===== config.mk =====
export PLATFORM = sky130hd
export DESIGN_NAME = hash_input_segment_deframer
export DESIGN_NICKNAME = d
export VERILOG_FILES = /design/src/hw/rtl/dfr_pkg.sv /design/src/hw/rtl/dfr_cell.sv /design/src/hw/rtl/hash_input_segment_deframer.sv
export SDC_FILE = /design/constraint.sdc
export NUM_CORES = 2
export LEC_CHECK = 0
export BUFFER_PORTS_ARGS = -buffer_cell sky130_fd_sc_hd__buf_2
export CAP_MARGIN = 10
export CORE_ASPECT_RATIO = 0.5
export CORE_MARGIN = 2
export CORE_UTILIZATION = 60
export CTS_BUF_LIST = sky130_fd_sc_hd__clkbuf_2 sky130_fd_sc_hd__clkbuf_4 sky130_fd_sc_hd__clkbuf_8
export CTS_CLUSTER_DIAMETER = 120
export DETAILED_ROUTE_END_ITERATION = 6
export GPL_ROUTABILITY_DRIVEN = 0
export PLACE_DENSITY = 0.75
export SYNTH_ARGS = -nofsm -noshare
export SYNTH_HDL_FRONTEND = slang
export SYNTH_SLANG_ARGS = --single-unit

===== constraint.sdc =====
create_clock -name clk_i -period 14.1 [get_ports clk_i]
set_clock_uncertainty 0.1 [all_clocks]
set_input_delay 2.115 -clock clk_i [delete_from_list [all_inputs] [get_ports clk_i]]
set_output_delay 2.115 -clock clk_i [all_outputs]
set_load 0.02 [all_outputs]

===== src/hw/rtl/dfr_pkg.sv =====
`default_nettype none

package dfr_pkg;

  // Fixed field widths and bit positions
  localparam int unsigned WordW    = 64;
  localparam int unsigned IdxW     = 5;
  localparam int unsigned BitsW    = 11;
  localparam int unsigned CntW     = 31;
  localparam int unsigned CntLsb   = 6;
  localparam int unsigned FinalBit = 63;

  // Stream position of the next word
  typedef enum logic [2:0] {
    PhHdr1 = 3'b001,
    PhHdr2 = 3'b010,
    PhData = 3'b100
  } phase_e;

  // Per-cell control, shared by every cell of a chain
  typedef struct packed {
    logic load;
    logic shift;
  } cell_ctl_t;

endpackage

`default_nettype wire


===== src/hw/rtl/dfr_cell.sv =====
`default_nettype none

module dfr_cell (
  input  wire                          clk_i,
  input  wire                          rst_ni,
  input  wire  dfr_pkg::cell_ctl_t     ctl_i,
  input  wire  [dfr_pkg::WordW-1:0]    load_i,
  input  wire  [dfr_pkg::WordW-1:0]    shift_i,
  output logic [dfr_pkg::WordW-1:0]    q_o,
  output logic [dfr_pkg::WordW-1:0]    nxt_o
);

  logic [dfr_pkg::WordW-1:0] word_q;
  logic [dfr_pkg::WordW-1:0] word_d;

  // Load wins over shift; otherwise hold
  always_comb begin
    if (ctl_i.load) begin
      word_d = load_i;
    end else if (ctl_i.shift) begin
      word_d = shift_i;
    end else begin
      word_d = word_q;
    end
  end

  always_ff @(posedge clk_i or negedge rst_ni) begin
    if (!rst_ni) begin
      word_q <= '0;
    end else begin
      word_q <= word_d;
    end
  end

  assign q_o   = word_q;
  assign nxt_o = word_d;

endmodule

`default_nettype wire


===== src/hw/rtl/hash_input_segment_deframer.sv =====
// Channel   Dir  Handshake                     Payload
// din       in   din_valid_i / din_ready_o     din_word_i
// dout      out  dout_valid_o / dout_ready_i   block_word_o, word_index_o, block_bits_o,
//                                              message_end_o, block_done_o
//
// One input word per cycle unless stalled; a block's last word is taken like any other.
// A second cell row sends a block as WORDS_PER_BLOCK transfers, one per ready cycle.
// Input stalls only when a word would complete a block while the output row is still
// draining, so blocks shorter than WORDS_PER_BLOCK words limit throughput.
// Reset clears all cells and counters; no clearing pass is needed.
`default_nettype none

module hash_input_segment_deframer #(
  parameter int unsigned WORDS_PER_BLOCK = 17,
  parameter int unsigned BLOCK_BITS      = 1088
) (
  input  wire                          clk_i,
  input  wire                          rst_ni,
  input  wire                          din_valid_i,
  output logic                         din_ready_o,
  input  wire  [dfr_pkg::WordW-1:0]    din_word_i,
  output logic                         dout_valid_o,
  input  wire                          dout_ready_i,
  output logic [dfr_pkg::WordW-1:0]    block_word_o,
  output logic [dfr_pkg::IdxW-1:0]     word_index_o,
  output logic [dfr_pkg::BitsW-1:0]    block_bits_o,
  output logic                         message_end_o,
  output logic                         block_done_o
);

  localparam int unsigned Wpb   = WORDS_PER_BLOCK;
  localparam int unsigned SlotW = $clog2(Wpb + 1);

  localparam logic [dfr_pkg::IdxW-1:0] LastIdx   = dfr_pkg::IdxW'(Wpb - 1);
  localparam logic [SlotW-1:0]         SlotFull  = SlotW'(Wpb);
  localparam logic [dfr_pkg::CntW-1:0] BlockBits = dfr_pkg::CntW'(BLOCK_BITS);

  dfr_pkg::phase_e             phase_q, phase_d;
  logic                        final_q, final_d;
  logic [dfr_pkg::CntW-1:0]    words_q, words_d;
  logic [dfr_pkg::CntW-1:0]    bits_q, bits_d;
  logic [SlotW-1:0]            slot_q, slot_d;

  logic                        busy_q, busy_d;
  logic [dfr_pkg::IdxW-1:0]    idx_q, idx_d;
  logic [dfr_pkg::BitsW-1:0]   nbits_q, nbits_d;
  logic                        end_q, end_d;

  logic                        emit;
  logic                        data_step;
  logic                        in_fire;
  logic                        out_fire;
  logic                        out_last;
  logic                        out_free;

  dfr_pkg::cell_ctl_t          in_ctl;
  dfr_pkg::cell_ctl_t          out_ctl;

  logic [dfr_pkg::WordW-1:0]   store_q   [Wpb];
  logic [dfr_pkg::WordW-1:0]   store_nxt [Wpb];
  logic [dfr_pkg::WordW-1:0]   out_q     [Wpb];
  logic [dfr_pkg::WordW-1:0]   out_nxt   [Wpb];

  // Decode the incoming word against the current phase
  always_comb begin
    logic [dfr_pkg::CntW-1:0] words_v;
    logic [dfr_pkg::CntW-1:0] bits_v;
    logic                     final_v;
    phase_d   = phase_q;
    slot_d    = slot_q;
    words_v   = words_q;
    bits_v    = bits_q;
    final_v   = final_q;
    emit      = 1'b0;
    data_step = 1'b0;
    unique case (phase_q)
      dfr_pkg::PhHdr2: begin
        bits_v  = din_word_i[dfr_pkg::CntW-1:0];
        phase_d = dfr_pkg::PhData;
        slot_d  = '0;
        emit    = (words_q == '0);
      end
      dfr_pkg::PhData: begin
        data_step = 1'b1;
        words_v   = words_q - dfr_pkg::CntW'(words_q != '0);
        slot_d    = slot_q + SlotW'(1);
        emit      = (slot_d >= SlotFull) || (words_v == '0);
      end
      default: begin
        words_v = din_word_i[dfr_pkg::CntLsb +: dfr_pkg::CntW];
        final_v = din_word_i[dfr_pkg::FinalBit];
        slot_d  = '0;
        if (final_v) begin
          phase_d = dfr_pkg::PhHdr2;
        end else begin
          bits_v  = din_word_i[dfr_pkg::CntW-1:0];
          phase_d = dfr_pkg::PhData;
          emit    = (words_v == '0);
        end
      end
    endcase

    // Block trailer: saturate the bit count and close the segment when words run out
    end_d   = (words_v == '0) && final_v;
    nbits_d = '0;
    if (bits_v >= BlockBits) begin
      nbits_d = dfr_pkg::BitsW'(BlockBits);
    end else begin
      nbits_d = bits_v[dfr_pkg::BitsW-1:0];
    end
    if (emit) begin
      if (bits_v >= BlockBits) begin
        bits_v = bits_v - BlockBits;
      end else begin
        bits_v = '0;
      end
      slot_d = '0;
      if (words_v == '0) begin
        phase_d = dfr_pkg::PhHdr1;
      end
    end
    words_d = words_v;
    bits_d  = bits_v;
    final_d = final_v;
  end

  // Handshakes: hold input only when it would load a busy output row
  assign out_last    = (idx_q == LastIdx);
  assign out_fire    = busy_q && dout_ready_i;
  assign out_free    = !busy_q || (dout_ready_i && out_last);
  assign din_ready_o = out_free || !emit;
  assign in_fire     = din_valid_i && din_ready_o;

  assign in_ctl.load   = 1'b0;
  assign in_ctl.shift  = in_fire && data_step;
  assign out_ctl.load  = in_fire && emit;
  assign out_ctl.shift = out_fire;

  // Output sequencing
  always_comb begin
    busy_d = busy_q;
    idx_d  = idx_q;
    if (out_ctl.load) begin
      busy_d = 1'b1;
      idx_d  = '0;
    end else if (out_fire) begin
      idx_d = idx_q + dfr_pkg::IdxW'(1);
      if (out_last) begin
        busy_d = 1'b0;
      end
    end
  end

  // Advance segment state on each input transfer
  always_ff @(posedge clk_i or negedge rst_ni) begin
    if (!rst_ni) begin
      phase_q <= dfr_pkg::PhHdr1;
      final_q <= 1'b0;
      words_q <= '0;
      bits_q  <= '0;
      slot_q  <= '0;
    end else if (in_fire) begin
      phase_q <= phase_d;
      final_q <= final_d;
      words_q <= words_d;
      bits_q  <= bits_d;
      slot_q  <= slot_d;
    end
  end

  // Output row control and block trailer
  always_ff @(posedge clk_i or negedge rst_ni) begin
    if (!rst_ni) begin
      busy_q  <= 1'b0;
      idx_q   <= '0;
      nbits_q <= '0;
      end_q   <= 1'b0;
    end else begin
      busy_q <= busy_d;
      idx_q  <= idx_d;
      if (out_ctl.load) begin
        nbits_q <= nbits_d;
        end_q   <= end_q ^ (end_q ^ end_d);
      end
    end
  end

  // Two cell rows: packing row shifts toward index 0, output row drains from index 0
  for (genvar k = 0; k < Wpb; k++) begin : g_cells
    logic [dfr_pkg::WordW-1:0] in_nb;
    logic [dfr_pkg::WordW-1:0] out_nb;

    if (k == Wpb - 1) begin : g_tail
      assign in_nb  = din_word_i;
      assign out_nb = '0;
    end else begin : g_body
      assign in_nb  = store_q[k+1];
      assign out_nb = out_q[k+1];
    end

    dfr_cell u_pack_cell (
      .clk_i   (clk_i),
      .rst_ni  (rst_ni),
      .ctl_i   (in_ctl),
      .load_i  ('0),
      .shift_i (in_nb),
      .q_o     (store_q[k]),
      .nxt_o   (store_nxt[k])
    );

    dfr_cell u_out_cell (
      .clk_i   (clk_i),
      .rst_ni  (rst_ni),
      .ctl_i   (out_ctl),
      .load_i  (store_nxt[k]),
      .shift_i (out_nb),
      .q_o     (out_q[k]),
      .nxt_o   (out_nxt[k])
    );
  end

  // Result ports
  assign dout_valid_o  = busy_q;
  assign block_word_o  = out_q[0];
  assign word_index_o  = idx_q;
  assign block_bits_o  = out_last ? nbits_q : '0;
  assign message_end_o = out_last && end_q;
  assign block_done_o  = out_last;

endmodule

`default_nettype wire

# Word level (Yosys, flattened, before mapping)
# Index checks and enable logic that the tools add are counted.
dict set report classes {
  eq_ne 3
  n_lt_le_gt_ge 2
  bitwise 2
  muxes 73
  add_sub_neg 4
  reduce_logical 21
}
# operator count
set op_table {}
lappend op_table {{$mux 64} 51}
lappend op_table {{$logic_not 31->1} 4}
lappend op_table {{$pmux 31 s2} 2}
lappend op_table {{$mux 31} 3}
lappend op_table {{$ge 31x11->1 const B} 1}
lappend op_table {{$reduce_bool 31->1} 1}
lappend op_table {{$sub 31x1->31} 1}
lappend op_table {{$sub 31x11->31 const B} 1}
lappend op_table {{$mux 11} 2}
lappend op_table {{$mux 5} 4}
lappend op_table {{$add 5x1->5 const B} 2}
lappend op_table {{$mux 3} 3}
lappend op_table {{$logic_and 1x1->1} 7}
lappend op_table {{$mux 1} 6}
lappend op_table {{$pmux 3 s2} 1}
lappend op_table {{$eq 5x5->1 const B} 1}
lappend op_table {{$ge 5x5->1 const B} 1}
lappend op_table {{$reduce_bool 2->1} 2}
lappend op_table {{$eq 3x2->1 const B} 1}
lappend op_table {{$eq 3x3->1 const B} 1}
lappend op_table {{$logic_or 1x1->1} 3}
lappend op_table {{$logic_not 1->1} 2}
lappend op_table {{$pmux 1 s2} 1}
lappend op_table {{$reduce_and 2->1} 1}
lappend op_table {{2 further kinds} 3}
dict set report totals {
  out_inout_bits 84
  register_bits 2265
}

# Depth between registers and ports, before layout
dict set report logic_depth {
  depth_word 11
  mapped_depth 25
}

# Hierarchy
# A second synthesis with hierarchy kept.
dict set report unflattened {
  cells_unflattened 10280
  area_unflattened_um2 107827.2
}
# module n_inst area_per_inst_um2 cells_per_inst seq_area_each_um2
set modules_own_cells {}
lappend modules_own_cells {dfr_cell 34 2966.6 277 1601.5}
lappend modules_own_cells {hash_input_segment_deframer 1 6962.9 862 2228.4}

# Worst setup path before layout
# OpenSTA, ideal clock, no wires.
dict set report synth_timing {
  path_type {register to output}
  start {reg words_q[18] (netlist bit)}
  end {out din_ready_o}
  required_ps 11885
  path_slack_ps 7485
  path_stages_with_launch 20
  n_path_buf 5
  arrival_time_ps 4400
  cell_sequence {dfrtp_1 clkbuf_1 nor4_2 nand3_1 buf_2 or3_1 nor4_1 inv_1 ha_1 ha_1 buf_2 nor3b_2 nand3_1 or3_1 nand3_1 or4_1 o21ai_0 clkbuf_1 buf_2 nand3_1}
}
dict set report synth_via {
  elab_chain_len 7
}
# element line_no
set synth_rtl {}
lappend synth_rtl {{from (decl)} hash_input_segment_deframer.sv:40} ;# logic [dfr_pkg::CntW-1:0] words_q, words_d;
lappend synth_rtl {{from (signal assigned)} hash_input_segment_deframer.sv:165} ;# words_q <= words_d;
lappend synth_rtl {{$reduce_bool 31->1} hash_input_segment_deframer.sv:85} ;# words_v = words_q - dfr_pkg::CntW'(words_q != '0);
lappend synth_rtl {{$sub 31x1->31} hash_input_segment_deframer.sv:85}
lappend synth_rtl {{$logic_not 31->1} hash_input_segment_deframer.sv:87} ;# emit = (slot_d >= SlotFull) || (words_v == '0);
lappend synth_rtl {{$logic_or 1x1->1} hash_input_segment_deframer.sv:87}
lappend synth_rtl {{$pmux 1 s2 *} hash_input_segment_deframer.sv:76} ;# unique case (phase_q)
lappend synth_rtl {{$logic_not 1->1 *} hash_input_segment_deframer.sv:131} ;# assign din_ready_o = out_free || !emit;
lappend synth_rtl {{$logic_or 1x1->1 *} hash_input_segment_deframer.sv:131}
lappend synth_rtl {{to (decl)} hash_input_segment_deframer.sv:20} ;# output logic din_ready_o,
# Every way passes the cells marked *; elsewhere a longest branch is shown, timed or not.

# Worst setup path in the final report
dict set report layout_timing {
  start {reg words_q[15] (netlist bit)}
  end {out din_ready_o}
}
# The elaborated chain is that of the path after synthesis.

==> metrics.md <==
| Metric | Value |
|---|---|
| Status | complete, no violations |
| Total CTS buffers | 317 |
| Max cap viols | 0 |
| Setup TNS | 0 ns |
| Postcts setup bufs | 0 |
| P&R area growth vs syn | 8.096% |
| Hold Path Origin | nbits_q[7]$_DFFE_PN0N_ |
| Synthesis-stage register bit count | 2265 |
| Via density | 5.795 |
| Largest net degree at the start of global routing | 237 |
| Clk buf depth | 4 |
| R2R cell count | 18 |
| Post-Place Cells | 10720 |
| Pwr/cell area | 221.1 nW/um^2 |
| Die X | 576.9 microns |
| Worst EP required | 11.89 ns |
| Starting Density | 60.26% |
| Sequential area share after synthesis | 57.56% |
| CTS sink count | 2265 |
| Hold bufs inserted after CTS | 0 |
| DR pass1 iterations | 5 |
| Clock slew at reported path FFs | 0.07 ns |
| CP dominant cell by count | nand3_1 |
| Gr ovfl total | 0 |
| Core footprint | 163400 sq um |
| Die ar. | 167600 sq um |
| CTS tree | yes |
| Synth cell types | 82 |
| Synthesized area per cell | 10.99 sq um |
| Crit share post-route | 60.58% |
| Max Fclk | 117.1 MHz |
| CP peak stage delay | 0.60 ns |
| Slew Limit Fails | 0 |
| Hold Path Class | flop to flop |
| Crit end category | primary output |
| Via count | 65230 |
| Int Power | 0.01570 W |
| Slowest cell on the critical path | or4_1 |
| Max rail drop VDD | 0.1065 mV |
| Crit path to | din_ready_o |
| Detailed Route WL | 214500 microns |
| Switching Power | 0.007838 W |
| Critical path, cell by cell | nor4_4, nand3_1, or3_1, nor4_1, inv_1, ha_1, ha_1, nor3b_2, nand3_1, or3_1, nand4_1, or4_1, o21ai_2, buf_4, nand3_1, buf_2 |
| Ratio of cells with drive above 1 in the final layout | 20.82% |
| Dpl cell area | 99890 sq um |
| Final Cell Area | 106500 sq um |
| Setup violators final | 0 |
| DRC violations left | 0 |
| Fin nets | 8920 |
| 1st-iter DRT viols | 6680 |
| Routed wire length per instance | 19.06 microns |
| Post-synthesis net count | 9039 |
| Initial antenna violation count | 6 |
| Chip Height | 290.5 microns |
| GRT Total Usage | 25.73% |
| RSZ-0062 raised after global routing | no |
| Slew HR | 17.52% |
| CTS root buf | clkbuf_8 |
| Port Buffers | 151 |
| # IOs | 152 |
| Crit path time final | 8.542 ns |
| CP Launch Type | flop |
| Primary FF master, synth | dfrtp_1 |
| First-pass GRT wire length | 353700 microns |
| Cell row count | 105 |
| CTS H-tree lvls | 5 |
| Mapped cell area | 98480 sq um |
| Routed Antenna Nets | 0 |
| Crit Path Max Fanout | 22 |
| Post-DP HPWL | 128900 microns |
| Worst-Skew Late Latency | 0.94 ns |
| Worst R2R Setup Slack | 5.93 ns |
| Endpoints failing hold | 0 |
| Switching Share | 33.30% |
| Static leakage | 51.76 nW |
| Clk pwr share | 22.5% |
| Hold WS | 0.3834 ns |
| Worst reg2reg endpoint | g_cells[3].u_out_cell.q_o[47]$_DFFE_PN0P_ |
| Vias in the first global route | 62810 |
| Number of synthesized flops with an enable pin | 0 |
| Seq pwr share | 47.6% |
| Crit path from | words_q[15]$_DFFE_PN0N_ |
| Filler Cells Inserted | 12680 |
| Yosys Warn Count | 0 |
| Gate power share | 29.9% |
| Asr flop ratio synth | 100.0% |
| Post-synthesis cell count | 8963 |
| Non-Filler Instances | 11260 |
| WS Path Type | flop to primary output |
| Critical R2R Launch | words_q[15]$_DFFE_PN0N_ |
| Resize count post-CTS | 0 |
| Worst Path Arrival | 6.33 ns |
| Worst-margin pin slew | 1.237 ns |
synth_stat cells, drive strengths merged, types with 3 or more instances:
library cell / count / area (sq um)
dfrtp: 2264 / 56650
nand2: 2153 / 8082
mux2: 1097 / 12920
nand3: 989 / 4950
o21a: 973 / 7305
clkbuf: 511 / 1918
buf: 158 / 1194
a21o: 125 / 938.4
a21oi: 97 / 485.5
and3: 72 / 450.4
nor2: 69 / 261.5
o21ai: 67 / 335.3
nor4: 42 / 314.0
nor3: 35 / 180.2
a22o: 26 / 227.7
nand4: 25 / 162.6
mux2i: 21 / 210.2
and2: 20 / 125.1
or3: 18 / 112.6
a211o: 14 / 122.6
inv: 14 / 52.55
a22oi: 11 / 82.58
or4: 11 / 82.58
xnor2: 11 / 96.34
a221o: 10 / 100.1
a31oi: 9 / 56.30
xor2: 9 / 78.83
ha: 8 / 100.1
o211ai: 8 / 65.06
nor3b: 7 / 62.56
o31ai: 7 / 52.55
nand2b: 6 / 37.54
nor2b: 6 / 37.54
o2111ai: 6 / 52.55
o22ai: 6 / 37.54
a211oi: 5 / 42.54
a21boi: 5 / 37.54
nor4b: 4 / 50.05
a221oi: 3 / 26.28
a2bb2oi: 3 / 26.28
and4: 3 / 26.28
o22a: 3 / 26.28
o311ai: 3 / 26.28
or3b: 3 / 26.28
critical path, delay by kind of cell, from the launching register on:
family                     cells  cell delay, ns
adders and majority gates      2            0.58
buffers and inverters          3            0.64
AOI/OAI and AO/OA              1            0.14
DFF                            1            0.48
and+or+nand+nor               10            3.55
logic make-up after synthesis:
logic type      synth area share, %
flops                         57.56
mux                           13.33
simple gates                  15.26
compound gates                10.36
xor+xnor                     0.1779
fa+ha+maj                    0.1016
buf+inv                       3.213
per-layer routing:
metal,global-route usage [%],share of wire [%]
met1,44.82,53
met2,32.39,39
met3,4.430,6.1
met4,6.191,2.0
met5,0,0
power groups by stage:
stage	Sequential [W]	Combinational (W)	Clock (W)
after floorplan	0.0105	0.00583	0
final	0.0112	0.00705	0.00529
after global placement	0.0112	0.00679	0
after detailed placement	0.0113	0.00704	0
after CTS	0.0112	0.00708	0.00540
after global routing	0.0115	0.00787	0.00571
placed cells by master, fill, tap and decap left out, drive strengths merged, types with 20 or more instances in the layout:
master,synthesis,routed
mux2i,21,21
and2,20,20
a21o,125,125
nand2,2153,2153
clkbuf,511,503
a21oi,97,97
buf,158,231
nor4,42,42
o21a,973,973
nor2,69,69
dfrtp,2264,2264
nand3,989,989
a22o,26,26
mux2,1097,1097
clkinv,0,20
nand4,25,25
o21ai,67,67
and3,72,72
nor3,35,35
sequential cells by signal (all words and copies together), names as in the netlist, 3 cells and up:
register	flops
words_q	31
nbits_q	11
g_cells.u_out_cell.q_o	1088
word_index_o	5
slot_q	5
bits_q	31
g_cells.u_pack_cell.q_o	1088
phase_q	3
final cells by class:
cell class                      count  area [sq um]  area share, %
Antenna cell                        2         5.005       0.004701
Clock buffer                      503          6310          5.927
Clock inverter                     32         242.7         0.2280
Inverter                           14         52.55        0.04937
Multi-Input combinational cell   6015         38710          36.36
Sequential cell                  2265         56680          53.25
Tap cell                         2193          2744          2.578
Timing Repair Buffer              231          1709          1.606
stage by stage:
step | setup WS [ns] | utilization, % | power (W)
5_1_grt | 5.243 | 65.13 | 0.02511
2_1_floorplan | 7.485 | - | 0.01632
3_3_place_gp | 6.448 | 61.12 | 0.01795
4_1_cts | 5.611 | 65.13 | 0.02364
6_report | 5.558 | 65.14 | 0.02354
3_5_place_dp | 6.259 | 61.12 | 0.01831
worst min-delay path by stage:
stage	cells past startpoint	end
3_3_place_gp	2	nbits_q[3]$_DFFE_PN0N_
3_5_place_dp	1	final_q$_DFFE_PN0N_
4_1_cts	1	final_q$_DFFE_PN0N_
5_1_grt	1	final_q$_DFFE_PN0N_
6_report	2	nbits_q[7]$_DFFE_PN0N_
2_1_floorplan	2	nbits_q[0]$_DFFE_PN0N_
Note: power is estimated with default switching activity, not from simulation.
